File: src/tgl_pkg.sv
// Shared types, constants and helper functions of the text glyph layout block.
// Used by every module of the block; depends on nothing else.
`timescale 1ns / 1ps

package tgl_pkg;

   localparam int GLYPH_COUNT_DEFAULT = 128;
   localparam int TABLE_DEPTH_MAX     = 128;
   localparam int FIRST_GLYPH_CODE    = 33;
   localparam int TAB_SHIFT           = 3;

   // The queue pointers wrap on their own, so the depth is a power of two.
   localparam int QUEUE_DEPTH   = 4;
   localparam int QUEUE_PTR_W   = 2;
   localparam int QUEUE_LEVEL_W = 3;

   localparam int CSR_INDEX_W = 2;
   localparam int CSR_DATA_W  = 8;

   localparam logic [7:0] LINE_HEIGHT_RESET = 8'd8;
   localparam logic [7:0] SPACE_WIDTH_RESET = 8'd8;

   localparam logic [7:0] CHAR_NUL   = 8'h00;
   localparam logic [7:0] CHAR_TAB   = 8'h09;
   localparam logic [7:0] CHAR_SPACE = 8'h20;
   localparam logic [7:0] CHAR_AT    = 8'h40;
   localparam logic [7:0] CHAR_BAR   = 8'h7C;

   typedef enum logic [1:0] {
      MODE_LOAD  = 2'd0,
      MODE_BEGIN = 2'd1,
      MODE_CHAR  = 2'd2
   } mode_type;

   typedef enum logic [1:0] {
      KIND_DRAW = 2'd0,
      KIND_BOX  = 2'd1,
      KIND_BAD  = 2'd2
   } kind_type;

   typedef enum logic [1:0] {
      CSR_LINE_HEIGHT   = 2'd0,
      CSR_SPACE_WIDTH   = 2'd1,
      CSR_GLYPH_SPACING = 2'd2,
      CSR_STOP_ON_BREAK = 2'd3
   } csr_index_type;

   typedef enum logic [2:0] {
      CLS_BEGIN,
      CLS_END,
      CLS_BREAK,
      CLS_TAB,
      CLS_SPACE,
      CLS_BAD,
      CLS_GLYPH
   } work_class_type;

   typedef struct packed {
      logic [1:0]         mode;
      logic [6:0]         glyph_slot;
      logic [7:0]         glyph_width;
      logic [7:0]         glyph_height;
      logic signed [15:0] start_x;
      logic signed [15:0] start_y;
      logic [7:0]         char_code;
   } req_type;

   typedef struct packed {
      kind_type           result_kind;
      logic [6:0]         glyph_number;
      logic signed [15:0] draw_x;
      logic signed [15:0] draw_y;
      logic signed [15:0] box_width;
      logic [14:0]        box_height;
      logic [15:0]        chars_used;
   } rsp_type;

   typedef struct packed {
      logic [7:0]        line_height;
      logic [7:0]        space_width;
      logic signed [3:0] glyph_spacing;
      logic              stop_on_break;
   } cfg_type;

   // One classified word on its way from the front to the back.
   typedef struct packed {
      work_class_type     cls;
      logic [6:0]         glyph_number;
      logic signed [15:0] start_x;
      logic signed [15:0] start_y;
      logic [7:0]         glyph_width;
      logic [7:0]         glyph_height;
   } work_type;

   typedef struct packed {
      logic [QUEUE_LEVEL_W-1:0] level;
      logic                     empty;
   } queue_status_type;

   function automatic int table_depth(input int glyph_count);
      return (glyph_count < TABLE_DEPTH_MAX) ? glyph_count : TABLE_DEPTH_MAX;
   endfunction

   function automatic int addr_width(input int depth);
      return (depth > 1) ? $clog2(depth) : 1;
   endfunction

endpackage

File: src/tgl_ram.sv
// Generic single-port-write, single-port-read RAM with a registered read.
// Uses tgl_pkg for the address width helper.
`timescale 1ns / 1ps

module tgl_ram #(
   parameter int WIDTH = 16,
   parameter int DEPTH = 128
) (
   input  logic                                     clock,
   input  logic                                     wr_en,
   input  logic [tgl_pkg::addr_width(DEPTH)-1:0]    wr_addr,
   input  logic [WIDTH-1:0]                         wr_data,
   input  logic                                     rd_en,
   input  logic [tgl_pkg::addr_width(DEPTH)-1:0]    rd_addr,
   output logic [WIDTH-1:0]                         rd_data
);
   import tgl_pkg::*;

   logic [WIDTH-1:0] mem_ff [DEPTH];
   logic [WIDTH-1:0] rd_data_ff;

   always_ff @(posedge clock) begin
      if (wr_en) begin
         mem_ff[wr_addr] <= wr_data;
      end
      if (rd_en) begin
         rd_data_ff <= mem_ff[rd_addr];
      end
   end

   assign rd_data = rd_data_ff;

endmodule

File: src/tgl_front.sv
// Front of the layout block: accepts request words, writes the glyph metrics
// table, classifies characters and reads the metrics. Uses tgl_pkg and tgl_ram.
`timescale 1ns / 1ps

module tgl_front #(
   parameter int GLYPH_COUNT = tgl_pkg::GLYPH_COUNT_DEFAULT
) (
   input  logic                      clock,
   input  logic                      reset,
   input  logic                      req_valid,
   output logic                      req_stall,
   input  tgl_pkg::req_type          req_data,
   input  tgl_pkg::queue_status_type queue_status,
   output logic                      push,
   output tgl_pkg::work_type         push_item
);
   import tgl_pkg::*;

   localparam int TABLE_DEPTH = table_depth(GLYPH_COUNT);
   localparam int ADDR_W      = addr_width(TABLE_DEPTH);

   logic              accept;
   logic              wr_en;
   logic              rd_en;
   logic [ADDR_W-1:0] wr_addr;
   logic [ADDR_W-1:0] rd_addr;
   logic [15:0]       wr_data;
   logic [15:0]       rd_data;
   logic [7:0]        glyph_index;
   work_class_type    char_cls;
   logic              front_valid_ff;
   logic              front_valid_in;
   work_type          front_item_ff;
   work_type          front_item_in;

   // Every word held here or in the queue has a reserved queue slot.
   assign req_stall = (int'(queue_status.level) + int'(front_valid_ff)) >= QUEUE_DEPTH;
   assign accept    = req_valid && !req_stall;

   assign glyph_index = req_data.char_code - 8'(FIRST_GLYPH_CODE);

   always_comb begin
      priority if (req_data.char_code == CHAR_NUL) begin
         char_cls = CLS_END;
      end else if (req_data.char_code == CHAR_AT || req_data.char_code == CHAR_BAR) begin
         char_cls = CLS_BREAK;
      end else if (req_data.char_code == CHAR_TAB) begin
         char_cls = CLS_TAB;
      end else if (req_data.char_code == CHAR_SPACE) begin
         char_cls = CLS_SPACE;
      end else if (req_data.char_code < 8'(FIRST_GLYPH_CODE)
                   || int'(glyph_index) >= TABLE_DEPTH) begin
         char_cls = CLS_BAD;
      end else begin
         char_cls = CLS_GLYPH;
      end
   end

   assign wr_en   = accept && req_data.mode == MODE_LOAD
                    && int'(req_data.glyph_slot) < TABLE_DEPTH;
   assign wr_addr = req_data.glyph_slot[ADDR_W-1:0];
   assign wr_data = {req_data.glyph_width, req_data.glyph_height};
   assign rd_en   = accept && req_data.mode == MODE_CHAR && char_cls == CLS_GLYPH;
   assign rd_addr = glyph_index[ADDR_W-1:0];

   always_comb begin
      front_valid_in = accept && (req_data.mode == MODE_BEGIN
                                  || req_data.mode == MODE_CHAR);
      front_item_in              = '0;
      front_item_in.cls          = (req_data.mode == MODE_BEGIN) ? CLS_BEGIN : char_cls;
      front_item_in.glyph_number = glyph_index[6:0];
      front_item_in.start_x      = req_data.start_x;
      front_item_in.start_y      = req_data.start_y;
   end

   always_ff @(posedge clock) begin
      if (reset) begin
         front_valid_ff <= 1'b0;
      end else begin
         front_valid_ff <= front_valid_in;
      end
   end

   always_ff @(posedge clock) begin
      if (accept) begin
         front_item_ff <= front_item_in;
      end
   end

   tgl_ram #(
      .WIDTH(16),
      .DEPTH(TABLE_DEPTH)
   ) u_metrics (
      .clock  (clock),
      .wr_en  (wr_en),
      .wr_addr(wr_addr),
      .wr_data(wr_data),
      .rd_en  (rd_en),
      .rd_addr(rd_addr),
      .rd_data(rd_data)
   );

   // The metrics come out of the registered read in the cycle after the read, together with the held word.
   always_comb begin
      push      = front_valid_ff;
      push_item = front_item_ff;
      if (front_item_ff.cls == CLS_GLYPH) begin
         push_item.glyph_width  = rd_data[15:8];
         push_item.glyph_height = rd_data[7:0];
      end
   end

endmodule

File: src/tgl_queue.sv
// Short queue of classified words between the front and the back.
// Uses tgl_pkg for the word type and the queue depth.
`timescale 1ns / 1ps

module tgl_queue (
   input  logic                      clock,
   input  logic                      reset,
   input  logic                      push,
   input  tgl_pkg::work_type         push_item,
   input  logic                      pop,
   output tgl_pkg::work_type         head_item,
   output tgl_pkg::queue_status_type status
);
   import tgl_pkg::*;

   work_type                 entries_ff [QUEUE_DEPTH];
   logic [QUEUE_PTR_W-1:0]   wr_ptr_ff;
   logic [QUEUE_PTR_W-1:0]   wr_ptr_in;
   logic [QUEUE_PTR_W-1:0]   rd_ptr_ff;
   logic [QUEUE_PTR_W-1:0]   rd_ptr_in;
   logic [QUEUE_LEVEL_W-1:0] level_ff;
   logic [QUEUE_LEVEL_W-1:0] level_in;

   always_comb begin
      wr_ptr_in = push ? wr_ptr_ff + 1'b1 : wr_ptr_ff;
      rd_ptr_in = pop ? rd_ptr_ff + 1'b1 : rd_ptr_ff;
      unique case ({push, pop})
         2'b10:   level_in = level_ff + 1'b1;
         2'b01:   level_in = level_ff - 1'b1;
         default: level_in = level_ff;
      endcase
   end

   always_ff @(posedge clock) begin
      if (reset) begin
         wr_ptr_ff <= '0;
         rd_ptr_ff <= '0;
         level_ff  <= '0;
      end else begin
         wr_ptr_ff <= wr_ptr_in;
         rd_ptr_ff <= rd_ptr_in;
         level_ff  <= level_in;
      end
   end

   always_ff @(posedge clock) begin
      if (push) begin
         entries_ff[wr_ptr_ff] <= push_item;
      end
   end

   assign head_item    = entries_ff[rd_ptr_ff];
   assign status.level = level_ff;
   assign status.empty = (level_ff == '0);

endmodule

File: src/tgl_back.sv
// Back of the layout block: moves the pen, tracks lines and the box, and
// drives the result register. Uses tgl_pkg.
`timescale 1ns / 1ps

module tgl_back (
   input  logic                      clock,
   input  logic                      reset,
   input  tgl_pkg::cfg_type          cfg,
   input  tgl_pkg::queue_status_type queue_status,
   input  tgl_pkg::work_type         head_item,
   output logic                      pop,
   output logic                      rsp_valid,
   input  logic                      rsp_stall,
   output tgl_pkg::rsp_type          rsp_data
);
   import tgl_pkg::*;

   localparam logic signed [17:0] PEN_MAX = 18'sd32767;
   localparam logic signed [17:0] PEN_MIN = -18'sd32768;

   logic signed [15:0] origin_x_ff, origin_x_in;
   logic signed [15:0] origin_y_ff, origin_y_in;
   logic signed [15:0] pen_ff, pen_in;
   logic signed [15:0] widest_ff, widest_in;
   logic [15:0]        line_ff, line_in;
   logic [15:0]        counter_ff, counter_in;
   logic               frozen_ff, frozen_in;
   logic               rsp_valid_ff, rsp_valid_in;
   rsp_type            rsp_ff, rsp_in;

   logic               advance;
   logic               emit;
   rsp_type            result;
   logic signed [17:0] pen_addend;
   logic signed [17:0] pen_sum;
   logic signed [15:0] pen_sat;
   logic [16:0]        line_sum;
   logic [15:0]        draw_y;

   assign advance = !queue_status.empty && (!rsp_valid_ff || !rsp_stall);
   assign pop     = advance;

   always_comb begin
      unique case (head_item.cls)
         CLS_TAB:   pen_addend = $signed(18'(cfg.space_width) << TAB_SHIFT);
         CLS_SPACE: pen_addend = $signed(18'(cfg.space_width));
         CLS_GLYPH: pen_addend = $signed(18'(head_item.glyph_width))
                                 + 18'(cfg.glyph_spacing);
         default:   pen_addend = '0;
      endcase
   end

   assign pen_sum  = 18'(pen_ff) + pen_addend;
   assign pen_sat  = (pen_sum > PEN_MAX) ? 16'sh7FFF :
                     (pen_sum < PEN_MIN) ? 16'sh8000 : pen_sum[15:0];
   assign line_sum = 17'(line_ff) + 17'(cfg.line_height);
   assign draw_y   = $unsigned(origin_y_ff) + line_ff + 16'(cfg.line_height)
                     - 16'(head_item.glyph_height);

   always_comb begin
      origin_x_in = origin_x_ff;
      origin_y_in = origin_y_ff;
      pen_in      = pen_ff;
      widest_in   = widest_ff;
      line_in     = line_ff;
      counter_in  = counter_ff;
      frozen_in   = frozen_ff;
      emit        = 1'b0;
      result      = '0;

      if (advance) begin
         unique case (head_item.cls)
            CLS_BEGIN: begin
               origin_x_in = head_item.start_x;
               origin_y_in = head_item.start_y;
               pen_in      = '0;
               widest_in   = '0;
               line_in     = '0;
               counter_in  = '0;
               frozen_in   = 1'b0;
            end
            CLS_END: begin
               // A terminator reports the box even on a frozen layout.
               emit               = 1'b1;
               result.result_kind = KIND_BOX;
               result.box_width   = (pen_ff > widest_ff) ? pen_ff : widest_ff;
               result.box_height  = (line_sum > 17'd32767) ? 15'h7FFF : line_sum[14:0];
               result.chars_used  = counter_ff;
               frozen_in          = 1'b1;
            end
            default: begin
               if (!frozen_ff) begin
                  if (head_item.cls == CLS_BREAK && cfg.stop_on_break) begin
                     frozen_in = 1'b1;
                  end else begin
                     if (counter_ff != 16'hFFFF) begin
                        counter_in = counter_ff + 16'd1;
                     end
                     unique case (head_item.cls)
                        CLS_TAB, CLS_SPACE: begin
                           pen_in = pen_sat;
                        end
                        CLS_BREAK: begin
                           if (pen_ff > widest_ff) begin
                              widest_in = pen_ff;
                           end
                           line_in = line_sum[16] ? 16'hFFFF : line_sum[15:0];
                           pen_in  = '0;
                        end
                        CLS_BAD: begin
                           emit               = 1'b1;
                           result.result_kind = KIND_BAD;
                        end
                        CLS_GLYPH: begin
                           emit                = 1'b1;
                           result.result_kind  = KIND_DRAW;
                           result.glyph_number = head_item.glyph_number;
                           result.draw_x       = origin_x_ff + pen_ff;
                           result.draw_y       = draw_y;
                           pen_in              = pen_sat;
                        end
                        default: begin
                        end
                     endcase
                  end
               end
            end
         endcase
      end
   end

   always_comb begin
      rsp_valid_in = rsp_valid_ff;
      rsp_in       = rsp_ff;
      if (rsp_valid_ff && !rsp_stall) begin
         rsp_valid_in = 1'b0;
      end
      if (advance) begin
         rsp_valid_in = emit;
         rsp_in       = result;
      end
   end

   always_ff @(posedge clock) begin
      if (reset) begin
         origin_x_ff  <= '0;
         origin_y_ff  <= '0;
         pen_ff       <= '0;
         widest_ff    <= '0;
         line_ff      <= '0;
         counter_ff   <= '0;
         frozen_ff    <= 1'b0;
         rsp_valid_ff <= 1'b0;
      end else begin
         origin_x_ff  <= origin_x_in;
         origin_y_ff  <= origin_y_in;
         pen_ff       <= pen_in;
         widest_ff    <= widest_in;
         line_ff      <= line_in;
         counter_ff   <= counter_in;
         frozen_ff    <= frozen_in;
         rsp_valid_ff <= rsp_valid_in;
      end
   end

   always_ff @(posedge clock) begin
      rsp_ff <= rsp_in;
   end

   assign rsp_valid = rsp_valid_ff;
   assign rsp_data  = rsp_ff;

endmodule

File: src/text_glyph_layout_top.sv
// Proportional text layout engine: one character word per clock cycle unless
// results stall. A word is taken in the cycle it is offered while the four-entry
// queue between the front (metrics table and classification) and the back (pen
// and box state) has room; a result is registered once its word passes the front
// register and a queue entry. The back sets the rate, updating the pen by the
// glyph width from the registered metrics RAM. The user must write configuration
// registers only while no word is in flight; the block does not enforce it. Top
// level; uses tgl_pkg, tgl_front, tgl_queue, tgl_back and tgl_ram.
`timescale 1ns / 1ps

module text_glyph_layout_top #(
   parameter int GLYPH_COUNT = tgl_pkg::GLYPH_COUNT_DEFAULT
) (
   input  logic                           clock,
   input  logic                           reset,
   input  logic                           req_valid,
   output logic                           req_stall,
   input  tgl_pkg::req_type               req_data,
   output logic                           rsp_valid,
   input  logic                           rsp_stall,
   output tgl_pkg::rsp_type               rsp_data,
   input  logic                           csr_write,
   input  logic [tgl_pkg::CSR_INDEX_W-1:0] csr_index,
   input  logic [tgl_pkg::CSR_DATA_W-1:0]  csr_wdata
);
   import tgl_pkg::*;

   cfg_type          cfg_ff;
   cfg_type          cfg_in;
   logic             push;
   work_type         push_item;
   logic             pop;
   work_type         head_item;
   queue_status_type queue_status;

   always_comb begin
      cfg_in = cfg_ff;
      if (csr_write) begin
         unique case (csr_index)
            CSR_LINE_HEIGHT:   cfg_in.line_height   = csr_wdata;
            CSR_SPACE_WIDTH:   cfg_in.space_width   = csr_wdata;
            CSR_GLYPH_SPACING: cfg_in.glyph_spacing = csr_wdata[3:0];
            CSR_STOP_ON_BREAK: cfg_in.stop_on_break = csr_wdata[0];
            default: begin
            end
         endcase
      end
   end

   always_ff @(posedge clock) begin
      if (reset) begin
         cfg_ff.line_height   <= LINE_HEIGHT_RESET;
         cfg_ff.space_width   <= SPACE_WIDTH_RESET;
         cfg_ff.glyph_spacing <= '0;
         cfg_ff.stop_on_break <= 1'b0;
      end else begin
         cfg_ff <= cfg_in;
      end
   end

   tgl_front #(
      .GLYPH_COUNT(GLYPH_COUNT)
   ) u_front (
      .clock       (clock),
      .reset       (reset),
      .req_valid   (req_valid),
      .req_stall   (req_stall),
      .req_data    (req_data),
      .queue_status(queue_status),
      .push        (push),
      .push_item   (push_item)
   );

   tgl_queue u_queue (
      .clock    (clock),
      .reset    (reset),
      .push     (push),
      .push_item(push_item),
      .pop      (pop),
      .head_item(head_item),
      .status   (queue_status)
   );

   tgl_back u_back (
      .clock       (clock),
      .reset       (reset),
      .cfg         (cfg_ff),
      .queue_status(queue_status),
      .head_item   (head_item),
      .pop         (pop),
      .rsp_valid   (rsp_valid),
      .rsp_stall   (rsp_stall),
      .rsp_data    (rsp_data)
   );

endmodule

File: config.mk
export PLATFORM = sky130hd
export DESIGN_NAME = text_glyph_layout_top
export DESIGN_NICKNAME = d
export VERILOG_FILES = /design/src/tgl_pkg.sv /design/src/tgl_ram.sv /design/src/tgl_front.sv /design/src/tgl_queue.sv /design/src/tgl_back.sv /design/src/text_glyph_layout_top.sv
export SDC_FILE = /design/constraint.sdc
export NUM_CORES = 2
export LEC_CHECK = 0
export BUFFER_PORTS_ARGS = -buffer_cell sky130_fd_sc_hd__buf_2
export CAP_MARGIN = 20
export CORE_UTILIZATION = 30
export CTS_BUF_LIST = sky130_fd_sc_hd__clkbuf_16
export DETAILED_ROUTE_END_ITERATION = 10
export GPL_TIMING_DRIVEN = 0
export HOLD_SLACK_MARGIN = 0.15
export SETUP_SLACK_MARGIN = 0.05
export SYNTH_ARGS = -nofsm -noshare
export SYNTH_HDL_FRONTEND = slang
export SYNTH_SLANG_ARGS = --single-unit
File: constraint.sdc
create_clock -name clock -period 17.5 [get_ports clock]
set_input_delay 3.5 -clock clock [delete_from_list [all_inputs] [get_ports clock]]
set_output_delay 3.5 -clock clock [all_outputs]
set_load 0.01 [all_outputs]
==> Word-level counts from Yosys, hierarchy flattened <==
Memory sizes are Yosys's and may differ from the RTL's. A register that Yosys moved wholly into a read port is not among the register bits.
Cells that the tools add are included.
{ "classes": {"add_sub_neg": 14, "n_lt_le_gt_ge": 7, "eq_ne": 22, "n_mux": 49, "bitwise_logic": 2, "reduce_logical": 37} }
{ "ops": {"columns": ["cell", "count"], "rows": [
  ["16-bit two-way mux", 16],
  ["16-bit one-hot mux with 2 select lines", 5],
  ["41-bit two-way mux", 2],
  ["18-bit one-hot mux with 3 select lines", 1],
  ["39-bit two-way mux", 1],
  ["16-bit adder", 2],
  ["32-bit by 4-bit >= comparator with 1-bit output (second input constant)", 1],
  ["16-bit by 18-bit adder with 18-bit output", 1],
  ["18-bit by 16-bit greater-than comparator with 1-bit output (second input constant)", 1],
  ["18-bit by 16-bit < comparator with 1-bit output (second input constant)", 1],
  ["16-bit by 8-bit adder with 17-bit output", 1],
  ["17-bit by 15-bit greater-than comparator with 1-bit output (second input constant)", 1],
  ["16-bit by 1-bit adder with 16-bit output (second input constant)", 1],
  ["16-bit by 8-bit adder with 16-bit output", 1],
  ["8-bit by 7-bit == test with 1-bit output (second input constant)", 2],
  ["16-bit greater-than comparator", 1],
  ["16-bit inequality test (second input constant)", 1],
  ["16-bit by 8-bit subtractor with 16-bit output", 1],
  ["3-bit == test (second input constant)", 5],
  ["15-bit two-way mux", 1],
  ["5-bit AND reduction", 3],
  ["3-bit two-way mux", 4],
  ["1-bit two-way mux", 11],
  ["9-bit by 4-bit adder with 10-bit output", 1],
  ["other kinds (31)", 66]
]} }
{ "totals": {"register_bits": 257, "ram_bits": 2280, "inputBits": 80, "mem_count": 2} }
{ "memory_table": {"columns": ["name", "words", "word_bits", "rd", "rd_ports_with_merged_regs", "wr", "line", "rtl"], "rows": [
  ["u_front.u_metrics.mem_ff", 128, 16, 1, 1, 1, "tgl_ram.sv:19", "logic [WIDTH-1:0] mem_ff [DEPTH];"],
  ["u_queue.entries_ff", 4, 58, 1, 1, 1, "tgl_queue.sv:16", "work_type entries_ff [QUEUE_DEPTH];"]
]} }

==> Depth between registers and ports, before layout <==
{ "logic_depth": {"ltp_word": 10, "depth_mapped": 23, "depth_no_buf": 18} }

==> Hierarchy <==
Synthesis repeated with hierarchy kept, for this count alone.
{ "unflattened": {"cells_unflattened": 4848, "hier_area_um2": 101516.1} }
{ "by_module_without_submodules": {"columns": ["module", "n_inst", "cells_per_inst", "area_each_um2"], "rows": [
  ["tgl_ram", 1, 3086, 78683.0],
  ["tgl_back", 1, 1215, 11353.4],
  ["tgl_queue", 1, 349, 8821.0],
  ["tgl_front", 1, 115, 1781.7],
  ["text_glyph_layout_top", 1, 83, 877.1]
]} }

==> Least setup slack after synthesis <==
OpenSTA, ideal clock, no wires.
{ "synth_path": {"path_type": "input-to-reg", "startpoint": "in rsp_stall", "endpoint": "reg u_back.counter_ff[5]", "arrival_time_ns": 8.034, "required_time_ns": 17.372, "slack_ns": 9.338, "cell_stages": 9, "path_buffers": 2, "cell_sequence": "nand2_1 > o31ai_1 > inv_1 > clkbuf_1 > o221ai_1 > clkbuf_1 > nor3_1 > xnor2_1 > nor2_1"} }
{ "synth_between": {"elab_chain_len": 4} }
{ "synth_rtl": {"columns": ["item", "line", "rtl"], "rows": [
  ["from (decl)", "text_glyph_layout_top.sv:20", "input logic rsp_stall,"],
  ["1-bit zero test", "tgl_back.sv:40", "assign advance = !queue_status.empty && (!rsp_valid_ff || !rsp_stall);"],
  ["1-bit logical OR", "tgl_back.sv:40", null],
  ["1-bit logical AND", "tgl_back.sv:40", null],
  ["named net pop", "text_glyph_layout_top.sv:32", "logic pop;"],
  ["5-bit AND reduction (no line)", null, null],
  ["to (signal assigned)", "tgl_back.sv:160", "counter_ff <= counter_in;"],
  ["to (decl)", "tgl_back.sv:26", "logic [15:0] counter_ff, counter_in;"]
]} }
The timed path passes the listed nets, and every way through them passes these cells.
A chain may end at the register's enable or synchronous reset.

==> flow_summary_export.csv <==
group,metric,value,unit
outcome,status,"completed",
finish,seqCellArea,75430,um^2
sta,drv_slew,0,
critical_path,worstRegToRegCells,17,
placed_design,port_buffers,165,
detailed_routing,first_pass_iters,8,
detailed_routing,drc,0,
finish,nFillCells,31040,
detailed_routing,via_count,52660,
critical_path,endpoint_kind,"flip-flop",
placed_design,place_ws,7436,ps
finish,final_common_cell,"edfxtp_1",
clock_tree,cts.sinks,2555,
sta,setup_tns,0,ps
pwr,pwr-share-comb,12.2,%
clock_tree,clk_pin_slew,60,ps
die,initial_utilization,30.17,%
detailed_routing,wl_per_cell,25.17,um
clock_tree,cts.htree.levels,4,
clock_tree,cts_buffers,249,
grt,grt_max_degree,105,
placed_design,dp.cells,9969,
grt,grt_overflow_total,0,
die,die_w,584.3,um
finish,fin_cells,10440,
detailed_routing,viasPerCell,5.046,
logic_synthesis,syn-instance-count,5158,
logic_synthesis,synth-seq-cells,2555,
critical_path,slowest_delay,910,ps
clock_tree,hold_buffers,0,
die,die-area,341400,um^2
critical_path,crit_type,"in -> reg",
die,coreArea,337100,um^2
pwr,power.internal,10.46,mW
critical_path,worst_r2r_endpoint,"u_back.pen_ff[4]",
run,max_cap_violations,0,
sta,finalWorstPathRequiredPeriod,8807,ps
finish,areaGrowthSynthToFinish,16.83,%
worst_hold_path,min_delay_path_depth,2,
pwr,vdd_drop_max,0.1131,mV
worst_hold_path,holdCritPathClass,"reg -> reg",
logic_synthesis,synth_cell_types,71,
critical_path,cp-start-kind,"input port",
grt,grt_pass1_vias,51420,
worst_hold_path,worst_hold_path.endpoint,"u_back.origin_y_ff[13]",
critical_path,cp_cell_sequence,"buf_2 > clkbuf_1 > inv_1 > ha_1 > clkbuf_1 > clkbuf_1 > clkbuf_1 > mux4_2 > mux4_2 > nand2_1 > nand3_1 > nand3_1 > o21ai_0",
critical_path,cp_common_cell,"clkbuf_1",
critical_path,crit_slowest_cell,"clkbuf_1",
placed_design,place_congestion,0.9347,
sta,grt_setup_unrepaired,"false",
die,rows,213,
clock_tree,clk_latency,960,ps
critical_path,worstPathArrival,9350,ps
clock_tree,ctsRootBufferMaster,"clkbuf_16",
finish,drive_above_1_share,25.70,%
detailed_routing,drt_iter0_markers,6566,
logic_synthesis,yosysSeqAreaShare,74.15,%
grt,grt_pass1_wl,372900,um
die,die_y,584.3,um
pwr,p_sw_share,24.85,%
worst_hold_path,hold_start,"u_back.origin_y_ff[13]",
clock_tree,cts_tree,"done",
logic_synthesis,syn_area,101700,um^2
detailed_routing,final_antenna_net_count,0,
grt,grt_antenna_before_repair,27,
logic_synthesis,async_flop_share,0,%
sta,finalSetupViolCount,0,
logic_synthesis,synth_fp_nets,5363,
critical_path,crit_fanout,10,
pwr,switchingPower,3.457,mW
logic_synthesis,avgSynthCellArea,19.72,um^2
sta,final.period_utilization,50.33,%
critical_path,crit_required,18050,ps
placed_design,hpwl,174900,um
sta,finalHoldViolCount,0,
sta,clock.fmax,0.1135,GHz
pwr,p_leak,37.54,nW
sta,tightest_slew,1143,ps
grt,grtUsageTotal,15.06,%
critical_path,critical_path_buf_inv_count,6,
logic_synthesis,yosys_warnings,0,
finish,mostFrequentLayoutCells,"edfxtp_1 (2426), mux4_2 (697), nand2_1 (354), clkbuf_16 (249), inv_1 (173)",
critical_path,reg2reg_slack,10060,ps
die,io_pins,170,
pwr,pwr-share-clk,37.6,%
clock_tree,post_cts_buffers,0,
clock_tree,clk_path_buf_depth,4,
sta,slew_headroom,23.80,%
pwr,p_seq_share,50.2,%
finish,nets,5917,
sta,fin_skew,83.64,ps
logic_synthesis,synth_ff_type,"edfxtp_1",
pwr,p_per_area,117.1,nW/um^2
critical_path,cp_top_family,"buffers and inverters",
detailed_routing,wl,262700,um
clock_tree,cts-resized-gates,0,
finish,multiInputGateArea,25170,um^2
logic_synthesis,synth-edff-count,2426,
sta,setup_ws,8693,ps
==> per-stage QoR <==
stage	area (um^2)	hold WS, ps	util (%)	total power, mW
global placement	108200	452.2	32.09	8.775
global route	118800	469.4	35.25	14.36
CTS	118700	456.5	35.22	14.00
finish	118800	456.5	35.25	13.91
floorplan	101700	436.3	-	8.090
detailed placement	110900	448.7	32.89	8.809
==> logic make-up after synthesis <==
kind of cell,after synthesis,share of synthesized area (%)
DFF,2555,74.15
and+or+nand+nor,934,4.101
xor gates and xnor gates,63,0.5424
buffers and inverters,382,1.431
muxes,741,15.87
AOI/OAI and AO/OA,358,2.205
adders and majority gates,125,1.692
==> worst max-delay path by stage <==
stage          slack, ps   startpoint  depth (start not counted)                          endpoint
6_report            8690  req_data[0]                         13      u_front.u_metrics.rd_data[9]
5_1_grt             8670  req_data[0]                         13      u_front.u_metrics.rd_data[9]
4_1_cts             8360  req_data[0]                         13      u_front.u_metrics.rd_data[9]
3_5_place_dp        7440  req_data[0]                         13      u_front.u_metrics.rd_data[9]
3_3_place_gp        6040    req_valid                          8  u_front.u_metrics.mem_ff[69][15]
2_1_floorplan       9340    rsp_stall                          9              u_back.counter_ff[5]
==> worst register-to-register path, cell delays in order (launching register included) <==
cell and delay, ps:
dfxtp_1 320, buf_6 130, buf_2 380, buf_1 710
buf_1 700, mux4_2 630, ha_1 330, a2111o_1 410
a31oi_1 280, mux2i_1 680, a21o_1 190, ha_1 210
nand3_1 170, and3_1 230, a2111oi_0 620, o31ai_1 310
o211ai_1 780, o221ai_1 200
==> registers in the layout, indices dropped and copies added (netlist names), named ones only <==
name and flops:
cfg_ff 21, u_back.counter_ff 16, u_back.frozen_ff 1, u_back.line_ff 16, u_back.origin_x_ff 16, u_back.origin_y_ff 16, u_back.pen_ff 16, u_back.rsp_data 88
u_back.rsp_valid 1, u_back.widest_ff 16, u_front.push 1, u_front.push_item 42, u_front.u_metrics.mem_ff 2048, u_front.u_metrics.rd_data 16, u_queue.entries_ff 232, u_queue.level_ff 3
u_queue.rd_ptr_ff 2, u_queue.wr_ptr_ff 2
==> area by class of cell <==
class	count	share of cell area, %
antenna	6	0.01263
buffer	251	0.8275
clock buffer	249	5.243
clock inverter	205	1.375
inverter	131	0.4138
multi-input combinational	2221	21.18
sequential	2555	63.47
tap	4515	4.753
timing repair buffer	303	2.723
==> Yosys cell counts, types with 17 or more instances <==
cell      count  share of area, %
a31oi_1      17              0.10
inv_1       130              0.48
buf_1        71              0.26
clkbuf_1    175              0.65
ha_1        104               1.3
nor2_1      247              0.91
a21oi_1     122              0.60
fa_1         21              0.41
edfxtp_1   2426                72
nand3_1     129              0.63
xnor2_1      32              0.28
a21o_1       20              0.15
o21ai_0      85              0.42
xor2_1       31              0.27
dfxtp_1     129               2.5
nor3_1       42              0.21
mux4_2      697                15
nor4_1       22              0.14
nand2_1     354               1.3
and2_1       55              0.34
mux2i_1      40              0.39
==> power groups by stage <==
stage	sequential (mW)	combinational (mW)	clock (mW)
floorplan	7.15	0.938	0
global placement	7.13	1.64	0
detailed placement	7.11	1.70	0
CTS	6.98	1.70	5.32
global route	6.99	1.83	5.54
finish	6.98	1.70	5.23
==> routing by layer <==
layer | global-route usage [%] | up-vias | wire [um]
met5 | 0 | - | 104
met4 | 4.181 | 18 | 6777
met3 | 2.624 | 375 | 23410
met2 | 22.90 | 2378 | 118800
met1 | 22.12 | 27780 | 113600
li1 | - | 22110 | -
No activity file was read; power rests on OpenSTA's default activity.
